## src/design/dket_pkg.sv

```systemverilog
// Shared types, codes and date helpers for the date-keyed entry table.
package dket_pkg;

	localparam int MAX_OUT = 64;
	localparam int NW = $clog2(MAX_OUT + 1);

	localparam logic [1:0] REQ_ADD  = 2'd0;
	localparam logic [1:0] REQ_LIST = 2'd1;
	localparam logic [1:0] REQ_DEL  = 2'd2;

	localparam logic [2:0] ST_ADDED   = 3'd0;
	localparam logic [2:0] ST_INVALID = 3'd1;
	localparam logic [2:0] ST_FULL    = 3'd2;
	localparam logic [2:0] ST_MATCH   = 3'd3;
	localparam logic [2:0] ST_NOMATCH = 3'd4;
	localparam logic [2:0] ST_DELETED = 3'd5;

	// multiplicative inverse of 25 modulo 2^16, and the largest multiple test bound
	localparam logic [15:0] Inv25 = 16'd23593;
	localparam logic [15:0] Lim25 = 16'd2621;

	typedef struct packed {
		logic [4:0]  day;
		logic [3:0]  month;
		logic [15:0] year;
		logic [31:0] handle;
	} entry_t;

	typedef struct packed {
		logic shift;
		logic wrap;
		logic load;
	} cell_ctl_t;

	function automatic logic div_by_25(input logic [15:0] y);
		logic [31:0] prod;
		begin
			prod = 32'(y) * 32'(Inv25);
			return prod[15:0] <= Lim25;
		end
	endfunction

	function automatic logic is_leap(input logic [15:0] y);
		logic d25;
		begin
			d25 = div_by_25(y);
			if (d25 && y[3:0] == 4'd0)
				return 1'b1;
			if (d25 && y[1:0] == 2'd0)
				return 1'b0;
			return y[1:0] == 2'd0;
		end
	endfunction

	function automatic logic [4:0] month_days(input logic [3:0] m, input logic leap);
		logic [4:0] n;
		begin
			case (m)
				4'd2:                      n = leap ? 5'd29 : 5'd28;
				4'd4, 4'd6, 4'd9, 4'd11:   n = 5'd30;
				default:                   n = 5'd31;
			endcase
			return n;
		end
	endfunction

	function automatic logic date_ok(input logic [4:0] d, input logic [3:0] m,
			input logic [15:0] y);
		logic [4:0] lim;
		begin
			lim = month_days(m, is_leap(y));
			return (m >= 4'd1) && (m <= 4'd12) && (d >= 5'd1) && (d <= lim);
		end
	endfunction

endpackage

```

## src/design/dket_cell.sv

```systemverilog
// One storage cell of the entry chain: holds an entry and takes its neighbor's.
module dket_cell import dket_pkg::*; (
	input  logic      clk,
	input  cell_ctl_t ctl,
	input  entry_t    nxt_e,
	input  entry_t    head_e,
	input  entry_t    load_e,
	output entry_t    ent
);

	entry_t e_q;

	always_ff @(posedge clk) begin
		if (ctl.load) begin
			e_q <= load_e;
		end else if (ctl.wrap) begin
			e_q <= head_e;
		end else if (ctl.shift) begin
			e_q <= nxt_e;
		end
	end

	assign ent = e_q;

endmodule

```

## config.mk

```make
export PLATFORM = sky130hd
export DESIGN_NAME = dket_cell
export DESIGN_NICKNAME = d
export VERILOG_FILES = /design/src/design/dket_pkg.sv /design/src/design/dket_cell.sv
export SDC_FILE = /design/constraint.sdc
export NUM_CORES = 1
export LEC_CHECK = 0
export BUFFER_PORTS_ARGS = -buffer_cell sky130_fd_sc_hd__buf_4
export CAP_MARGIN = 20
export CORE_MARGIN = 2
export CORE_UTILIZATION = 36
export CTS_CLUSTER_DIAMETER = 30
export DETAILED_ROUTE_END_ITERATION = 10
export GPL_TIMING_DRIVEN = 0
export HOLD_SLACK_MARGIN = 0.06
export PLACE_DENSITY = 0.8
export SYNTH_ARGS = -nofsm -noshare
export SYNTH_HDL_FRONTEND = slang
export SYNTH_SLANG_ARGS = --single-unit
```

## constraint.sdc

```tcl
create_clock -name clk -period 2.1 [get_ports clk]
set_input_delay 0 -clock clk [delete_from_list [all_inputs] [get_ports clk]]
set_output_delay 0 -clock clk [all_outputs]
set_load 0.005 [all_outputs]
```

==> flow_summary.json, run 1 <==
{
  "run_status": "finished, final reports clean",
  "cts.sinks": 57,
  "num-nets-final": 765,
  "regArea_um2": 1710,
  "endpoint": "ent[36]$_DFFE_PP_",
  "hp-class": "input port to register",
  "placementRows": 32,
  "grt_pass1_vias": 3510,
  "die_area_um2": 8880,
  "synth_seq_cells": 57,
  "power_density_nw_per_um2": 556,
  "slew_headroom_pct": 54.5,
  "max_stage_delay_ns": 0.80,
  "first_iter_violations": 86,
  "hpwl_um": 7330,
  "crit_type": "input port to register",
  "die_w_um": 94.2,
  "multi_input_area_um2": 1080,
  "vdd_drop_max_v": 0.000358,
  "die_h_um": 94.2,
  "antenna_found_initial": 0,
  "critPathLaunchType": "input port",
  "crit_path_max_fanout": 30,
  "cts_buffer_depth": 2,
  "ant_nets": 0,
  "maxCapViolCount": 0,
  "synthesis.instances": 249,
  "drc": 0,
  "ys_top_cells_by_area": "edfxtp_1 58%, mux2i_1 19%, nand2_1 7.3%",
  "setup_tns_ns": 0,
  "post-route-min-period_ns": 1.43,
  "path_clk_slew_ns": 0.06,
  "hold_violations": 0,
  "crit_required_ns": 2.17,
  "largest_reg_flops": 57,
  "cts_tree": "yes",
  "htreeDepth": 3,
  "fill_cells": 490,
  "cp.arrival_ns": 1.50,
  "synth_top_cell_by_area": "edfxtp_1",
  "rsz0062_at_grt": "false",
  "num_vias": 3328,
  "clock.fmax_mhz": 698,
  "layout_commonest_cell": "buf_4",
  "track_usage_pct": 25.3,
  "p_leak_uw": 0.00286,
  "crit_chain": "clkbuf_2, buf_2, or3_2, buf_12",
  "drt_pass1_iterations": 4,
  "synth_top_cell_area_share_pct": 58.4,
  "synth_nets": 424,
  "io_pins": 232,
  "diodes": 0,
  "wl_um": 11400,
  "grt_overflow": 0,
  "synth_area_um2": 2930,
  "utilization_pct": 76.6,
  "finalCritPeriodShare_pct": 68.2,
  "crit_path_end_kind": "register",
  "synthDistinctLibCells": 12,
  "core_area_um2": 7810,
  "portBuffers": 229,
  "grt_pass1_wl_um": 16800,
  "gp_congestion": 0.863,
  "p_total_uw": 3320,
  "crit_slowest_cell": "or3_2",
  "crit_start": "ctl[0]",
  "drv_slew": 0,
  "finalSetupViolCount": 0,
  "postCtsSetupBuffers": 0,
  "ys_warn_count": 0,
  "syn_area_per_cell_um2": 11.8,
  "area_growth_pct": 104,
  "ys_seq_area_share_pct": 58.4,
  "final_cell_mix": "233 x buf_4, 100 x dlygate4sd3_1, 57 x mux2i_1, 57 x nand2_1, 57 x edfxtp_1",
  "tightest_slew_ns": 0.682,
  "cts_resized": 0,
  "viasPerCell": 4.77,
  "cts_buffers": 9,
  "wl_per_cell_um": 16.3,
  "initial_utilization_pct": 37.5,
  "cts_root_buf": "clkbuf_8",
  "drive_above_1_share_pct": 43.0,
  "grt_max_degree": 31
}
layout make-up:
class                   count  area share [%]
clock buffers              11            2.20
well taps                 102            2.14
repair buffers            330            45.8
clock inverters             5           0.775
multi-input cells         172            18.0
plain buffers              20            2.39
flip-flops and latches     57            28.6
layer usage:
metal  routed length (um)  track usage (%)
met1                 4130             25.5
met2                 6050             48.6
met3                 1010             7.70
met4                  185             8.57
met5                    0                0
power breakdown:
part / internal, uW / total [uW] / switching, uW
registers: 1400 / 1440 / 39.0
logic: 609 / 927 / 318
clock network: 535 / 954 / 419
total: 2550 / 3320 / 776
repair_timing:
item | CTS | global route
hold endpoints to repair | 57 | 0
hold buffers | 100 | 0
endpoints found under the setup margin | 0 | 0
cells by family (layout without fill, tap and decap cells):
group	Yosys count	in the layout	share of synthesized area, %
buffers and inverters	20	366	4.87
muxes	57	57	19.5
AOI/OAI and AO/OA	57	57	9.74
and+or+nand+nor	58	58	7.52
DFF	57	57	58.4
per-stage QoR:
stage / instances / setup slack [ns] / instance area, um^2 / hold slack (ns)
floorplan: 249 / 0.0995 / 2930 / 0.191
global placement: 580 / -0.609 / 4780 / 0.279
detailed placement: 581 / 0.300 / 4800 / 0.284
CTS: 697 / 0.654 / 5980 / 0.0615
global route: 697 / 0.599 / 5980 / 0.0767
finish: 697 / 0.668 / 5980 / 0.0734
worst min path at each step:
stage | start | endpoint | slack, ns | cells past startpoint
floorplan | load_e[0] | ent[0]$_DFFE_PP_ | 0.19 | 2
global placement | load_e[26] | ent[26]$_DFFE_PP_ | 0.28 | 3
detailed placement | load_e[20] | ent[20]$_DFFE_PP_ | 0.28 | 3
CTS | nxt_e[54] | ent[54]$_DFFE_PP_ | 0.06 | 3
global route | nxt_e[1] | ent[1]$_DFFE_PP_ | 0.08 | 3
finish | nxt_e[36] | ent[36]$_DFFE_PP_ | 0.07 | 3
cell usage after synthesis:
cell / count
buf_12: 2
buf_8: 1
clkbuf_1: 6
clkbuf_2: 1
nand2_1: 57
o21ai_1: 20
o21ai_0: 37
buf_4: 4
edfxtp_1: 57
or3_1: 1
mux2i_1: 57
buf_2: 6
critical path, delay by kind of cell:
family                 cells  cell delay, ns
AND/OR/NAND/NOR            1            0.80
buffers and inverters      3            0.67
Note: power is estimated with default switching activity, not from simulation.
==> inputs of run 2 (changes only) <==
Settings changed: ABC_AREA set to 1, CORE_UTILIZATION 36 to 38.
Clock period 2.1 ns to 1.3 ns, I/O delays scaled along.
==> run 2 against run 1 <==
Compared with the run above: via count grew 32%; utilization shrank 2.1 points; die area up 11%; global-route usage increased by 0.87 points; synthesized area up 18%; final area is 9.2% higher; flip-flop and latch count is the same; critical path type unchanged; largest cell class unchanged.
==> flow_summary.json, run 2 <==
{
  "run_status": "finished, final reports clean",
  "grt_max_degree": 58,
  "postCtsSetupBuffers": 0,
  "layout_commonest_cell": "buf_4",
  "ys_seq_area_share_pct": 49.5,
  "gp_congestion": 0.876,
  "ys_async_sr_fraction_pct": 0,
  "endpoint": "ent[42]$_DFFE_PP_",
  "synth-edff-count": 57,
  "syn_area_per_cell_um2": 7.13,
  "slew_headroom_pct": 68.9,
  "portBuffers": 230,
  "antenna_found_initial": 0,
  "synth_seq_cells": 57,
  "p_clk_share_pct": 25.6,
  "clock.fmax_mhz": 773,
  "critPathLaunchType": "input port",
  "power.switching_fraction_pct": 25.9,
  "ys_top_cells_by_count": "229 x nand2_1, 114 x inv_1, 57 x edfxtp_1, 57 x nand3_1, 11 x buf_2",
  "grt_pass1_wl_um": 20400,
  "initial_utilization_pct": 39.4,
  "seqPwrFrac_pct": 43.8,
  "crit_path_max_fanout": 1,
  "ant_nets": 0,
  "finalCritPeriodShare_pct": 99.5,
  "ys_top_cells_by_area": "edfxtp_1 50%, nand2_1 25%, inv_1 12%",
  "synth_top_family_by_area": "simple AND/OR/NAND/NOR gates",
  "crit_chain": "dlygate4sd3_1, buf_4, nand2_1, nand2_1, dlygate4sd3_1",
  "drv_slew": 0,
  "power_switching_uw": 1380,
  "hold_violations": 0,
  "synth_nets": 660,
  "htreeDepth": 3,
  "synth_top_cell_area_share_pct": 49.5,
  "rsz0062_at_grt": "false",
  "post-route-min-period_ns": 1.29,
  "synth-adder-area-share_pct": 0,
  "p_int_uw": 3950,
  "cp.arrival_ns": 1.36,
  "synth-xor-area-share_pct": 0,
  "first_iter_violations": 148,
  "synthesis.instances": 485,
  "cts_buffers": 9,
  "cts_tree": "yes",
  "largest_reg_flops": 57,
  "crit_start": "load_e[42]",
  "maxCapViolCount": 0,
  "max_stage_delay_ns": 0.56,
  "placedCellCount": 823,
  "placementRows": 34,
  "vdd_drop_max_v": 0.000409,
  "track_usage_pct": 26.1,
  "timing.hold.ws_ns": 0.0431,
  "synth_most_common_cell": "nand2_1",
  "finalSetupViolCount": 0,
  "synth_compound_area_share_pct": 0,
  "die_h_um": 99.4,
  "tightest_slew_ns": 0.467,
  "synthFlopType": "edfxtp_1",
  "cts.sinks": 57,
  "io_pins": 232,
  "die_w_um": 99.4,
  "crit_required_ns": 1.37,
  "cts_root_buf": "clkbuf_8",
  "drc": 0,
  "p_leak_uw": 0.00370,
  "path_clk_slew_ns": 0.07,
  "hp-class": "input port to register",
  "final_cell_mix": "234 x buf_4, 228 x nand2_1, 114 x inv_1",
  "synthDistinctLibCells": 10,
  "power_density_nw_per_um2": 818,
  "grt_pass1_vias": 4526,
  "viasPerCell": 4.66,
  "area_growth_pct": 88.8,
  "wl_um": 13000,
  "num_vias": 4389,
  "cts_buffer_depth": 2,
  "ys_warn_count": 0,
  "diodes": 0,
  "synthSimpleGateAreaFrac_pct": 33.2,
  "core_area_um2": 8760,
  "drt_pass1_iterations": 4,
  "grt_overflow": 0,
  "crit_type": "input port to register",
  "finalNonFillerCells": 942,
  "pwr-share-comb_pct": 30.7,
  "crit_slowest_cell": "dlygate4sd3_1",
  "hpwl_um": 8450,
  "drive_above_1_share_pct": 31.8,
  "p_total_uw": 5340,
  "synth_top_cell_by_area": "edfxtp_1",
  "synthMuxAreaShare_pct": 0,
  "num-nets-final": 1004,
  "synth_area_um2": 3460,
  "crit_path_end_kind": "register",
  "wl_per_cell_um": 13.8,
  "die_area_um2": 9870
}
## run 2: changes by cell type after synthesis, moves of 5 or more
cell and delta:
nand2_1 +172, inv_1 +114, mux2i_1 -57, nand3_1 +57
o21ai_0 -37, o21ai_1 -20, buf_2 +5, buf_6 +5
## run 2: layout make-up
cell class	instances	area [um^2]
inverters	116	435
well taps	108	135
repair buffers	333	2760
multi-input cells	287	1160
clock buffers	11	131
plain buffers	25	163
fillers	612	2240
clock inverters	5	22.5
flip-flops and latches	57	1710
## run 2: cell families (layout without fill, tap and decap cells)
family / Yosys count / after routing
buf+inv: 141 / 490
flops: 57 / 57
simple gates: 287 / 287
## run 2: worst max-delay path: cells and delay by family
kind          cells  cell delay [ns]
simple gates      2             0.13
buf+inv           3             1.24
## run 2: what timing repair did
item                                    4_1_cts  5_1_grt
endpoints found under the hold margin        57        0
gates resized for setup                       0        4
endpoints found under the setup margin        0       66
hold buffers                                110        0
## run 2: how the worst min path moves through the flow
stage	start	endpoint	slack (ns)	cells after the start
floorplan	load_e[54]	ent[54]$_DFFE_PP_	0.18	2
global placement	load_e[20]	ent[20]$_DFFE_PP_	0.27	3
detailed placement	load_e[54]	ent[54]$_DFFE_PP_	0.27	3
CTS	head_e[9]	ent[9]$_DFFE_PP_	0.06	5
global route	nxt_e[9]	ent[9]$_DFFE_PP_	0.08	5
finish	head_e[6]	ent[6]$_DFFE_PP_	0.04	5
## run 2: power by group through the flow
stage | combinational (uW) | clock [uW] | sequential [uW]
after floorplan | 416 | 0 | 2390
after global placement | 1260 | 0 | 2360
after detailed placement | 1290 | 0 | 2370
after CTS | 1630 | 1390 | 2340
after global routing | 1780 | 1460 | 2360
final | 1640 | 1360 | 2340
## run 2: layer usage
metal	wire length (um)	vias up	GRT usage (%)
li1	-	2123	-
met1	4590	2007	27.0
met2	6950	224	48.9
met3	1050	35	6.32
met4	400	0	13.1
met5	0	-	0
## run 2: stage by stage
| stage | utilization, % | setup WS [ns] | TNS [ns] | instance area, um^2 |
|---|---|---|---|---|
| 5_1_grt | 74.5 | 0.000505 | 0 | 6530 |
| 2_1_floorplan | - | 0.130 | 0 | 3460 |
| 4_1_cts | 75.1 | 0.0425 | 0 | 6580 |
| 6_report | 74.5 | 0.00644 | 0 | 6530 |
| 3_5_place_dp | 60.8 | -0.301 | -16.95 | 5330 |
| 3_3_place_gp | 60.8 | -0.291 | -16.44 | 5330 |
